**src/sv/gsv_pkg.sv**
```systemverilog
`default_nettype none
// ----------------------------------------------------------------------------
// Shadowcast visibility package
// Shared types, request and status codes, and default sizes for the
// grid shadowcast visibility block.
// ----------------------------------------------------------------------------
package gsv_pkg;

    // Default sizes, used as parameter defaults on the top level.
    localparam int DEF_MAX_WIDTH   = 64;
    localparam int DEF_MAX_HEIGHT  = 64;
    localparam int DEF_STACK_DEPTH = 256;

    // Width and saturation value of the visible tile count.
    localparam int             CNT_W   = 13;
    localparam logic [CNT_W-1:0] CNT_MAX = '1;

    // Request type codes.
    localparam logic [1:0] REQ_WRITE   = 2'd0;
    localparam logic [1:0] REQ_COMPUTE = 2'd1;
    localparam logic [1:0] REQ_READ    = 2'd2;

    // Response status codes.
    localparam logic [1:0] ST_OK       = 2'd0;
    localparam logic [1:0] ST_OVERFLOW = 2'd1;
    localparam logic [1:0] ST_OUTSIDE  = 2'd2;

    // Configuration register indexes.
    localparam logic CFG_MAP_WIDTH  = 1'b0;
    localparam logic CFG_MAP_HEIGHT = 1'b1;

    // One request item.
    typedef struct packed {
        logic [1:0] req_type;
        logic [5:0] tile_x;
        logic [5:0] tile_y;
        logic       opaque;
        logic       clear_before;
    } t_in_req;

    // One response item.
    typedef struct packed {
        logic             visible;
        logic [1:0]       status;
        logic [CNT_W-1:0] visible_count;
    } t_out_rsp;

    // Controller states.
    typedef enum logic [4:0] {
        S_INIT,
        S_IDLE,
        S_DISPATCH,
        S_RD_WAIT,
        S_CLR,
        S_ORG_RD,
        S_ORG_EV,
        S_PUSH0,
        S_POP,
        S_ROW_LD,
        S_ROW_MUL,
        S_DIV_LO_GO,
        S_DIV_LO,
        S_DIV_HI_GO,
        S_DIV_HI,
        S_ROW_CHK,
        S_TILE_RD,
        S_TILE_EV,
        S_ROW_END,
        S_FINISH
    } t_state;

    // Commands from the controller to the datapath.
    typedef struct packed {
        logic req_load;
        logic clr_init;
        logic clr_vis;
        logic opa_wr;
        logic vis_rd;
        logic comp_init;
        logic org_mark;
        logic push_init;
        logic pop;
        logic row_load;
        logic row_mul;
        logic div_start;
        logic div_sel_hi;
        logic lo_latch;
        logic hi_latch;
        logic col_init;
        logic tile_rd;
        logic tile_ev;
        logic row_end;
        logic quad_next;
        logic out_load;
    } t_dp_cmd;

    // Status from the datapath to the controller.
    typedef struct packed {
        logic       sweep_done;
        logic       div_done;
        logic       row_empty;
        logic       col_last;
        logic       sp_zero;
        logic       quad_last;
        logic [1:0] req_type;
        logic       req_in_map;
        logic       clear_before;
        logic       out_free;
    } t_dp_sts;

endpackage
`default_nettype wire

```
**src/sv/gsv_ctrl.sv**
```systemverilog
`default_nettype none
// ----------------------------------------------------------------------------
// Shadowcast visibility controller
// State machine that sequences map clears, requests and the row walk of
// the shadowcast.
// ----------------------------------------------------------------------------
module gsv_ctrl (
    input  wire logic             i_clk,
    input  wire logic             i_rst_n,
    input  wire logic             i_in_valid,
    output logic                  o_in_stall,
    input  wire gsv_pkg::t_dp_sts i_sts,
    output gsv_pkg::t_dp_cmd      o_cmd
);
    import gsv_pkg::*;

    t_state r_state;
    t_state n_state;

    always_ff @(posedge i_clk) begin
        if (!i_rst_n) begin
            r_state <= S_INIT;
        end else begin
            r_state <= n_state;
        end
    end

    // Next state.
    always_comb begin
        n_state = r_state;
        case (r_state)
            S_INIT: begin
                if (i_sts.sweep_done) n_state = S_IDLE;
            end
            S_IDLE: begin
                if (i_in_valid) n_state = S_DISPATCH;
            end
            S_DISPATCH: begin
                if (!i_sts.req_in_map) begin
                    n_state = S_FINISH;
                end else if (i_sts.req_type == REQ_READ) begin
                    n_state = S_RD_WAIT;
                end else if (i_sts.req_type == REQ_COMPUTE) begin
                    n_state = i_sts.clear_before ? S_CLR : S_ORG_RD;
                end else begin
                    n_state = S_FINISH;
                end
            end
            S_RD_WAIT:   n_state = S_FINISH;
            S_CLR: begin
                if (i_sts.sweep_done) n_state = S_ORG_RD;
            end
            S_ORG_RD:    n_state = S_ORG_EV;
            S_ORG_EV:    n_state = S_PUSH0;
            S_PUSH0:     n_state = S_POP;
            S_POP: begin
                if (!i_sts.sp_zero) begin
                    n_state = S_ROW_LD;
                end else if (i_sts.quad_last) begin
                    n_state = S_FINISH;
                end else begin
                    n_state = S_PUSH0;
                end
            end
            S_ROW_LD:    n_state = S_ROW_MUL;
            S_ROW_MUL:   n_state = S_DIV_LO_GO;
            S_DIV_LO_GO: n_state = S_DIV_LO;
            S_DIV_LO: begin
                if (i_sts.div_done) n_state = S_DIV_HI_GO;
            end
            S_DIV_HI_GO: n_state = S_DIV_HI;
            S_DIV_HI: begin
                if (i_sts.div_done) n_state = S_ROW_CHK;
            end
            S_ROW_CHK:   n_state = i_sts.row_empty ? S_POP : S_TILE_RD;
            S_TILE_RD:   n_state = S_TILE_EV;
            S_TILE_EV:   n_state = i_sts.col_last ? S_ROW_END : S_TILE_RD;
            S_ROW_END:   n_state = S_POP;
            S_FINISH: begin
                if (i_sts.out_free) n_state = S_IDLE;
            end
            default:     n_state = S_INIT;
        endcase
    end

    // Commands per state.
    always_comb begin
        o_cmd      = '0;
        o_in_stall = (r_state != S_IDLE);
        case (r_state)
            S_INIT:   o_cmd.clr_init = 1'b1;
            S_IDLE:   o_cmd.req_load = i_in_valid;
            S_DISPATCH: begin
                if (i_sts.req_in_map) begin
                    o_cmd.opa_wr    = (i_sts.req_type == REQ_WRITE);
                    o_cmd.vis_rd    = (i_sts.req_type == REQ_READ);
                    o_cmd.comp_init = (i_sts.req_type == REQ_COMPUTE);
                end
            end
            S_CLR:       o_cmd.clr_vis   = 1'b1;
            S_ORG_RD:    o_cmd.vis_rd    = 1'b1;
            S_ORG_EV:    o_cmd.org_mark  = 1'b1;
            S_PUSH0:     o_cmd.push_init = 1'b1;
            S_POP: begin
                o_cmd.pop       = !i_sts.sp_zero;
                o_cmd.quad_next = i_sts.sp_zero && !i_sts.quad_last;
            end
            S_ROW_LD:    o_cmd.row_load  = 1'b1;
            S_ROW_MUL:   o_cmd.row_mul   = 1'b1;
            S_DIV_LO_GO: o_cmd.div_start = 1'b1;
            S_DIV_LO:    o_cmd.lo_latch  = i_sts.div_done;
            S_DIV_HI_GO: begin
                o_cmd.div_start  = 1'b1;
                o_cmd.div_sel_hi = 1'b1;
            end
            S_DIV_HI: begin
                o_cmd.div_sel_hi = 1'b1;
                o_cmd.hi_latch   = i_sts.div_done;
            end
            S_ROW_CHK:   o_cmd.col_init  = !i_sts.row_empty;
            S_TILE_RD:   o_cmd.tile_rd   = 1'b1;
            S_TILE_EV:   o_cmd.tile_ev   = 1'b1;
            S_ROW_END:   o_cmd.row_end   = 1'b1;
            S_FINISH:    o_cmd.out_load  = i_sts.out_free;
            default:     o_cmd           = '0;
        endcase
    end

    // An accepted request is always dispatched in the next cycle.
    a_accept_dispatch: assert property (@(posedge i_clk) disable iff (!i_rst_n)
        (i_in_valid && !o_in_stall) |=> (r_state == S_DISPATCH))
        else $error("accepted request not dispatched");

    // A tile is evaluated only right after its maps were read.
    a_tile_order: assert property (@(posedge i_clk) disable iff (!i_rst_n)
        (r_state == S_TILE_EV) |-> ($past(r_state) == S_TILE_RD))
        else $error("tile evaluated without a read");

    // A response is loaded only when the response register can take it.
    a_out_free: assert property (@(posedge i_clk) disable iff (!i_rst_n)
        o_cmd.out_load |-> i_sts.out_free)
        else $error("response loaded over a pending response");

endmodule
`default_nettype wire

```
**config.mk**
```make
export PLATFORM = sky130hd
export DESIGN_NAME = gsv_ctrl
export DESIGN_NICKNAME = d
export VERILOG_FILES = /design/src/sv/gsv_pkg.sv /design/src/sv/gsv_ctrl.sv
export SDC_FILE = /design/constraint.sdc
export NUM_CORES = 1
export LEC_CHECK = 0
export BUFFER_PORTS_ARGS = -buffer_cell sky130_fd_sc_hd__buf_2
export CAP_MARGIN = 10
export CORE_AREA = 2 2 46 48
export CTS_CLUSTER_DIAMETER = 120
export CTS_CLUSTER_SIZE = 20
export DETAILED_ROUTE_END_ITERATION = 10
export DIE_AREA = 0 0 48 50
export PLACE_DENSITY = 0.71
export SLEW_MARGIN = 20
export SYNTH_ARGS = -nofsm -noshare
export SYNTH_HDL_FRONTEND = slang
export SYNTH_SLANG_ARGS = --single-unit
```
**constraint.sdc**
```tcl
create_clock -name i_clk -period 1.5 [get_ports i_clk]
set_input_delay 0.225 -clock i_clk [delete_from_list [all_inputs] [get_ports i_clk]]
set_output_delay 0.225 -clock i_clk [all_outputs]
set_load 0.1 [all_outputs]
```
==> impl_metrics.csv, run 1 <==
group,metric,value,unit
synth,synth.top_cells.by_area,"dfxtp_1 14%, nor2_1 7.3%, nor3_1 6.3%",
synth,synthArstFlopShare,0,%
clock_tree,ctsResizeCount,35,
clock_tree,numCtsBuffers,3,
die,fp.dieH,50,um
synth,synth-warning-count,0,
synth,yosysTopAreaCell,"dfxtp_1",
run_status,stop_stage,"clock tree synthesis (4_1_cts)",
run_status,tool.error,"[ERROR DPL-0033] detailed placement checks failed during check placement.",
synth,syn_inst,110,
synth,syn_area,718.2,um2
synth,syn_nets,127,
place,port_buffers,35,
run_status,status,"stopped before the end",
synth,synth_top_area_share,13.94,%
place,gp_congestion,0.8608,
die,die_w,48,um
die,floorplan.initialDensity,37.76,%
place,hpwl,2.408,mm
clock_tree,holdBufCountCts,0,
synth,synth_flop_cell,"dfxtp_1",
clock_tree,postCtsSetupBuffers,14,
clock_tree,cts_buffer_depth,2,
clock_tree,root_buffer,"clkbuf_4",
die,ios,36,
die,rows,16,
synth,synth_cell_types,41,
clock_tree,cts-htree-levels,1,
synth,syn_avg_cell_area,6.529,um2
synth,ys_seq_area_share,13.94,%
clock_tree,cts.sinks,5,
place,dp_cells,187,
synth,synth-seq-cells,5,
synth,synth_edf_count,0,
==> kinds of logic after synthesis <==
kind of cell               synth area share (%)
and+or+nand+nor                           43.38
buffers and inverters                     10.80
DFF                                       13.94
xor gates and xnor gates                  1.220
adders and majority gates                 5.227
AOI/OAI and AO/OA                         25.44
==> per-stage QoR <==
step | area, um2 | setup TNS, ps | worst slack [ps] | hold slack (ps)
floorplan | 964.7 | -9596 | -1240 | 342.5
global placement | 1592 | -16.38 | -16.38 | 490.4
detailed placement | 1592 | -286.2 | -64.58 | 490.2
==> cells in the mapped netlist, types with 2 or more instances <==
cell,count
a21oi_1,7
and3_1,4
buf_2,2
buf_6,2
clkbuf_1,5
dfxtp_1,5
ha_1,3
inv_1,5
nand2_1,10
nand2b_1,4
nand3_1,4
nand3b_1,5
nor2_1,14
nor3_1,9
nor4_1,2
o21ai_0,3
o21ai_1,2
==> run 2, diff against run 1 <==
- CORE_AREA: 2 2 46 48 -> 2 2 63 65
- CTS_CLUSTER_DIAMETER: 120 -> default
- CTS_CLUSTER_SIZE: 20 -> default
- DIE_AREA: 0 0 48 50 -> 0 0 65 67
- PLACE_DENSITY: 0.71 -> default
- PLACE_DENSITY_LB_ADDON: default -> 0.15
- clock period: 1.5 -> 1.95 ns (I/O delays scaled with it)
==> impl_metrics.csv, run 2 <==
group,metric,value,unit
run_status,status,"finished, final reports clean",
final_layout,reg_top3,"r_state x5",
global_route,grt_pass1_vias,945,
clock_tree,cts_tree,"yes",
timing,setup_ws,75.19,ps
final_layout,top_register,"r_state",
timing,max-slew-margin-rel,66.54,%
final_layout,mostFrequentLayoutCells,"22 x buf_12, 14 x buf_4, 13 x buf_2",
final_layout,multiInputGateArea,713.2,um2
timing,fmax,0.5334,GHz
setup_path,cp_slowest_cell,"dfxtp_1",
global_route,grt_max_degree,13,
pwr,power_leakage,0.6015,nW
synth,synth_top_area_share,13.94,%
synth,synthArstFlopShare,0,%
setup_path,crit_path_end_kind,"output port",
place,gp_congestion,0.8534,
clock_tree,root_buffer,"clkbuf_8",
place,port_buffers,35,
clock_tree,cts-htree-levels,1,
die,fp.dieH,67,um
timing,rsz0062_at_grt,"true",
global_route,grt-ovfl-total,0,
detailed_routing,viasPerCell,4.955,
hold_path,hold_path.class,"in2reg",
die,coreArea,3606,um2
detailed_routing,drt.antenna.violating_nets,0,
timing,hold_slack,335.9,ps
detailed_routing,vias,996,
pwr,cellPowerDensity,1104,nW/um2
timing,fin_crit,1875,ps
synth,syn_area,718.2,um2
final_layout,final.fill_count,353,
synth,syn_avg_cell_area,6.529,um2
clock_tree,clk-insertion-delay-late,220,ps
detailed_routing,first_pass_iters,4,
setup_path,crit_fanout,12,
synth,yosysMostFrequentCell,"nor2_1",
setup_path,path_class,"reg2out",
setup_path,critPathArrivalTime,1580,ps
setup_path,cp_data_required_time,1660,ps
synth,synth.top_cells.by_area,"dfxtp_1 14%, nor2_1 7.3%, nor3_1 6.3%",
timing,skew,4.347,ps
die,ios,36,
clock_tree,cts.sinks,5,
die,rows,22,
setup_path,cpPeakStageDelay,620,ps
final_layout,drive_gt1_share,54.90,%
synth,synth-warning-count,0,
final_layout,final_common_cell,"buf_12",
synth,syn_nets,127,
synth,syn_inst,110,
final_layout,largest_reg_flops,5,
place,hpwl,2.201,mm
die,fp.dieArea,4355,um2
pwr,ir_drop,0.5457,mV
global_route,grt_pass1_wl,4.360,mm
synth,synthTopCellsByCount,"14 x nor2_1, 10 x nand2_1, 9 x nor3_1, 7 x a21oi_1",
global_route,track_usage,12.78,%
detailed_routing,drtIter0Drc,32,
place,pre_cts_ws,240.8,ps
setup_path,crit_chain,"buf_4 -> nand3b_1 -> nor2_4 -> buf_12",
setup_path,startpoint_type,"flop",
synth,ys_seq_area_share,13.94,%
synth,synth_flop_cell,"dfxtp_1",
hold_path,holdPathStages,2,
clock_tree,cts_buffer_depth,2,
timing,tightestPinTransition,501.2,ps
timing,finalHoldViolations,0,
die,floorplan.initialDensity,19.92,%
final_layout,seq_area,102.6,um2
synth,synth-seq-cells,5,
timing,finalSetupViolCount,0,
detailed_routing,routed_wl,2.659,mm
detailed_routing,drc,0,
synth,yosysTopAreaCell,"dfxtp_1",
final_layout,n_antenna_cell,0,
die,die_w,65,um
global_route,grt_antenna_before_repair,0,
clock_tree,numCtsBuffers,3,
clock_tree,path_clk_slew,40,ps
final_layout,area_growth,116.4,%
timing,finalCritPeriodShare,96.14,%
pwr,power,1.715,mW
run,drv_cap,0,
timing,slew_viol_final,0,
synth,synth_edf_count,0,
detailed_routing,post_drt_wl_per_cell,13.23,um
final_layout,nNetsFinal,171,
setup_path,rr_worst_depth,6,
synth,synth_cell_types,41,
run 2: final cells by class:
class | instances | share of cell area, %
Timing Repair Buffer | 49 | 39.29
Sequential cell | 5 | 6.602
Tap cell | 48 | 3.865
Inverter | 6 | 1.449
Clock buffer | 4 | 2.899
Multi-Input combinational cell | 89 | 45.89
run 2: final timing paths:
kind / start / end / slack, ps
setup / recovery: r_state[4] / o_cmd[20] / 80
hold / removal: i_rst_n / r_state[3] / 340
setup reg to reg: r_state[2] / r_state[1] / 240
hold reg to reg: r_state[1] / r_state[4] / 690
run 2: worst max-delay path, delay by kind of cell (launching register included):
family,cells,cell delay [ps]
buffers and inverters,2,430
DFF,1,620
and+or+nand+nor,2,300
run 2: per-layer routing:
metal	up-vias	wire, um	track usage (%)
met5	-	0	0
met4	0	24	3.191
met3	2	122	1.520
met2	30	1345	22.81
met1	479	1166	16.23
li1	485	-	-
run 2: cells by family (layout without fill, tap and decap cells):
kind of cell / Yosys count / in the layout / synth area share, %
simple gates: 60 / 60 / 43.38
flops: 5 / 5 / 13.94
compound gates: 25 / 25 / 25.44
fa+ha+maj: 3 / 3 / 5.227
xor+xnor: 1 / 1 / 1.220
buf+inv: 16 / 59 / 10.80
run 2: power by group:
part           internal (mW)  total, mW  switching [mW]
Combinational          0.499       1.30           0.805
Sequential             0.134      0.221          0.0866
Clock                  0.140      0.191          0.0505
run 2: per-stage QoR:
stage | utilization [%] | cells | setup TNS (ps) | cell area (um2)
floorplan | - | 110 | -4124 | 894.6
global placement | 41.01 | 196 | 0 | 1479
detailed placement | 41.01 | 196 | 0 | 1479
CTS | 42.33 | 200 | 0 | 1526
global route | 43.10 | 201 | 0 | 1554
finish | 43.10 | 201 | 0 | 1554
run 2: repair_timing:
item / 4_1_cts / 5_1_grt
gates resized for setup: 1 / 7
setup buffers: 0 / 1
setup endpoints to repair: 1 / 8
hold buffers: 0 / 0
Note: power is estimated with default switching activity, not from simulation.
==> run 3, diff against run 2 <==
- ABC_AREA: default -> 1
- REMOVE_ABC_BUFFERS: default -> 1
==> impl_metrics.csv, run 3 <==
group,metric,value,unit
die,floorplan.initialDensity,19.19,%
clock_tree,numCtsBuffers,3,
detailed_routing,drtIter0Drc,25,
global_route,grt_pass1_vias,932,
clock_tree,postCtsSetupBuffers,0,
synth,synth_flop_cell,"dfxtp_1",
detailed_routing,first_pass_iters,4,
detailed_routing,post_drt_wl_per_cell,11.38,um
die,fp.dieH,67,um
synth,yosysMostFrequentCell,"nand2_1",
final_layout,multiInputGateArea,515.5,um2
pwr,ir_drop,0.3418,mV
setup_path,setup.worst_path.start,"r_state[0]",
global_route,grt_antenna_before_repair,0,
final_layout,n_antenna_cell,0,
final_layout,post-route-util,35.36,%
final_layout,top_register,"r_state",
clock_tree,cts_tree,"yes",
setup_path,crit_fanout,6,
synth,synthArstFlopShare,0,%
synth,synth.top_cells.by_area,"nand2_1 19%, dfxtp_1 14%, nor2_1 13%",
clock_tree,cts_buffer_depth,2,
synth,synth-warning-count,0,
synth,syn_avg_cell_area,5.282,um2
clock_tree,root_buffer,"clkbuf_8",
timing,finalSetupViolCount,0,
final_layout,nNetsFinal,189,
detailed_routing,routed_wl,2.492,mm
timing,rsz0062_at_grt,"true",
setup_path,r2r-start,"r_state[0]",
run_status,status,"finished, final reports clean",
timing,fmax,0.5391,GHz
setup_path,r2r_slack,480,ps
synth,synth_top_area_share,18.99,%
synth,ys_seq_area_share,14.47,%
pwr,cellPowerDensity,1087,nW/um2
die,fp.dieArea,4355,um2
global_route,grt_max_degree,11,
timing,setup-tns-final,0,ps
timing,tightestPinTransition,494.5,ps
place,gp_congestion,0.8979,
setup_path,rr_worst_depth,7,
hold_path,hold_path.class,"in2reg",
final_layout,reg_top3,"r_state x5",
final_layout,seq_area,103.9,um2
global_route,grt-ovfl-total,0,
detailed_routing,drc,0,
run,drv_cap,0,
die,ios,36,
place,hpwl,2.133,mm
synth,synth-seq-cells,5,
timing,max-slew-margin-rel,67.26,%
timing,finalHoldViolations,0,
final_layout,fin_cells,219,
timing,hold_slack,357.6,ps
timing,fin_crit,1855,ps
final_layout,final.fill_count,391,
final_layout,largest_reg_flops,5,
setup_path,startpoint_type,"flop",
detailed_routing,drt.antenna.violating_nets,0,
synth,yosysTopAreaCell,"nand2_1",
final_layout,final_common_cell,"nand2_1",
timing,finalCritPeriodShare,95.13,%
global_route,grt_pass1_wl,4.022,mm
setup_path,endpoint,"o_cmd[7]",
place,dp_cells,215,
detailed_routing,vias,959,
clock_tree,cts-htree-levels,1,
clock_tree,cts.sinks,5,
setup_path,r2r_end,"r_state[2]",
clock_tree,clk-insertion-delay-late,220,ps
synth,syn_inst,131,
die,rows,22,
synth,synth_cell_types,20,
synth,synth_edf_count,0,
detailed_routing,viasPerCell,4.379,
setup_path,critPathArrivalTime,1560,ps
synth,syn_area,691.9,um2
place,pre_cts_ws,236.7,ps
timing,slew_viol_final,0,
final_layout,drive_gt1_share,35.09,%
setup_path,path_class,"reg2out",
setup_path,cp_data_required_time,1660,ps
synth,synthTopCellsByCount,"35 x nand2_1, 24 x nor2_1, 18 x inv_1, 8 x nand3_1, 7 x nor3_1",
clock_tree,path_clk_slew,30,ps
timing,skew,0.06892,ps
place,port_buffers,35,
timing,setup_ws,95.01,ps
setup_path,crit_path_end_kind,"output port",
die,coreArea,3606,um2
global_route,track_usage,11.81,%
die,die_w,65,um
final_layout,area_growth,84.27,%
final_layout,mostFrequentLayoutCells,"34 x nand2_1, 23 x nor2_1, 18 x inv_1, 18 x buf_12, 17 x buf_2",
pwr,power_leakage,0.6342,nW
run 3: kinds of logic after synthesis:
kind of cell	synth area share, %
flip-flops	14.47
AO/OA/AOI/OAI	9.766
buffers and inverters	14.10
AND/OR/NAND/NOR	56.24
adder cells (fa/ha/maj)	5.426
run 3: power by group:
part	internal [mW]	switching (mW)
Sequential	0.132	0.0462
Clock	0.140	0.0484
Combinational	0.284	0.735
Total	0.557	0.829
run 3: what timing repair did:
action | CTS | global route
resized for setup | 2 | 6
hold buffers | 0 | 0
setup endpoints to repair | 1 | 6
gates cloned | 0 | 0
run 3: worst max-delay path, stage by stage (launching register included):
cell	delay, ps
dfxtp_1	380
nor2_2	230
nand2_1	170
nor3_1	330
buf_12	230
run 3: final cells by class:
cell class,count,share of cell area (%)
Sequential cell,5,8.145
Inverter,22,6.477
Multi-Input combinational cell,102,40.43
Clock buffer,4,3.533
Timing Repair Buffer,38,36.70
Tap cell,48,4.711
run 3: metal layers:
metal	routed length [um]	vias to the layer above	global-route usage [%]
met5	0	-	0
met4	35	0	4.787
met3	187	4	1.689
met2	1164	44	21.01
met1	1105	419	14.17
li1	-	492	-
run 3: worst min path at each step:
stage | to | slack (ps) | cells past startpoint | from
finish | r_state[2] | 360 | 3 | i_rst_n
global route | r_state[4] | 400 | 3 | i_rst_n
global placement | r_state[1] | 570 | 2 | r_state[1]
detailed placement | r_state[1] | 560 | 2 | r_state[1]
floorplan | r_state[2] | 460 | 2 | i_rst_n
CTS | r_state[2] | 360 | 3 | i_rst_n
run 3: stage by stage:
step                total power [mW]  instance area [um2]
global placement               1.183                 1205
floorplan                     0.8300                676.9
CTS                            1.363                 1252
finish                         1.386                 1275
detailed placement             1.169                 1205
global route                   1.473                 1275
==> run 4, diff against run 3 <==
- GPL_TIMING_DRIVEN: default -> 0
==> impl_metrics.csv, run 4 (synthesis results as in run 3) <==
group,metric,value,unit
setup_path,path_class,"reg2out",
timing,hold_slack,367.6,ps
final_layout,mostFrequentLayoutCells,"35 x nand2_1, 22 x nor2_1, 22 x buf_2",
final_layout,final.fill_count,439,
timing,finalSetupViolCount,0,
die,coreArea,3606,um2
timing,tightestPinTransition,486.3,ps
global_route,grt-ovfl-total,0,
global_route,grt_antenna_before_repair,0,
die,ios,36,
detailed_routing,first_pass_iters,4,
final_layout,largest_reg_flops,5,
global_route,grt_pass1_vias,872,
global_route,grt_max_degree,11,
hold_path,hold_start,"i_rst_n",
run_status,status,"finished, final reports clean",
pwr,power_leakage,0.5670,nW
clock_tree,cts-htree-levels,1,
clock_tree,cts_tree,"yes",
timing,slew_viol_final,0,
setup_path,crit_path_end_kind,"output port",
place,port_buffers,35,
place,dpl_cell_area,912.1,um2
timing,setup_ws,50.97,ps
die,rows,22,
setup_path,path_delay_family,"simple AND/OR/NAND/NOR gates",
pwr,ir_drop,0.2789,mV
setup_path,r2r_slack,480,ps
place,gp_congestion,0.7914,
timing,fmax,0.5266,GHz
final_layout,final_area,1023,um2
clock_tree,path_clk_slew,40,ps
timing,finalHoldViolations,0,
setup_path,r2r-start,"r_state[4]",
final_layout,post-route-util,28.38,%
final_layout,n_antenna_cell,0,
setup_path,cpPeakStageDelay,400,ps
setup_path,r2r_end,"r_state[4]",
setup_path,rr_worst_depth,7,
final_layout,top_register,"r_state",
timing,finalCritPeriodShare,97.39,%
global_route,track_usage,11.43,%
timing,skew,2.988,ps
timing,max-slew-margin-rel,67.80,%
die,fp.dieH,67,um
hold_path,holdPathStages,3,
hold_path,hold_path.class,"in2reg",
place,pre_cts_ws,-14.09,ps
detailed_routing,drc,0,
setup_path,cp_slowest_cell,"dfxtp_1",
final_layout,final_common_cell,"nand2_1",
setup_path,cp_num_buf_inv,2,
detailed_routing,drtIter0Drc,51,
detailed_routing,routed_wl,2.462,mm
final_layout,drive_gt1_share,33.33,%
timing,fin_crit,1899,ps
detailed_routing,drt.antenna.violating_nets,0,
setup_path,crit_fanout,10,
setup_path,cp_data_required_time,1660,ps
final_layout,fin_cells,216,
die,fp.dieArea,4355,um2
die,die_w,65,um
final_layout,area_growth,47.92,%
clock_tree,clk-insertion-delay-late,220,ps
detailed_routing,vias,913,
clock_tree,cts_buffer_depth,2,
global_route,grt_pass1_wl,3.884,mm
setup_path,startpoint_type,"flop",
clock_tree,numCtsBuffers,3,
detailed_routing,post_drt_wl_per_cell,11.40,um
hold_path,min_to,"r_state[0]",
setup_path,critPathArrivalTime,1610,ps
final_layout,reg_top3,"r_state x5",
run,drv_cap,0,
pwr,cellPowerDensity,1241,nW/um2
place,dp_cells,212,
place,hpwl,2.052,mm
clock_tree,cts.sinks,5,
final_layout,nNetsFinal,186,
die,floorplan.initialDensity,19.19,%
clock_tree,root_buffer,"clkbuf_8",
detailed_routing,viasPerCell,4.227,
clock_tree,holdBufCountCts,0,
setup_path,crit_chain,"inv_4 -> nand2_1 -> nor2_2 -> nand3_1 -> nor2_1 -> buf_6",
run 4: what timing repair did:
item	in CTS	in global routing
resized for setup	14	11
buffers inserted	0	0
setup endpoints to repair	15	16
endpoints found under the hold margin	0	0
run 4: how the worst max path moves through the flow:
stage | startpoint | to | depth (start not counted)
after floorplan | r_state[3] | o_cmd[6] | 2
after global placement | r_state[3] | o_cmd[8] | 5
after detailed placement | r_state[2] | o_cmd[8] | 5
after CTS | r_state[4] | o_cmd[1] | 6
after global routing | r_state[4] | o_cmd[1] | 6
final | r_state[4] | o_cmd[1] | 6
run 4: area by class of cell:
class / instances / area [um2] / area share, %
well taps: 48 / 60.06 / 5.868
clock buffers: 4 / 45.04 / 4.401
inverters: 22 / 85.08 / 8.313
flip-flops and latches: 5 / 105.1 / 10.27
repair buffers: 35 / 219.0 / 21.39
multi-input cells: 102 / 509.2 / 49.76
run 4: per-stage QoR:
| step | total power [mW] | TNS, ps |
|---|---|---|
| after floorplan | 0.8300 | -11590 |
| after global placement | 1.040 | -35.23 |
| after detailed placement | 1.041 | -18.02 |
| after CTS | 1.248 | 0 |
| after global routing | 1.363 | -13.94 |
| final | 1.270 | 0 |
run 4: worst reg2reg max path: cells and delay by family, from the launching register on:
family	cells	cell delay (ps)
compound gates	2	180
simple gates	3	480
buf+inv	2	170
flops	1	520
run 4: routing by layer:
| metal | global-route usage (%) | share of wire [%] | routed length (um) |
|---|---|---|---|
| met5 | 0 | 0 | 0 |
| met4 | 1.596 | 0 | 0 |
| met3 | 2.534 | 5.8 | 142 |
| met2 | 18.94 | 45 | 1098 |
| met1 | 15.41 | 50 | 1221 |
run 4: power breakdown:
group          internal (mW)  switching, mW
clock network          0.140         0.0477
registers              0.134         0.0612
logic                  0.193          0.694
total                  0.467          0.803
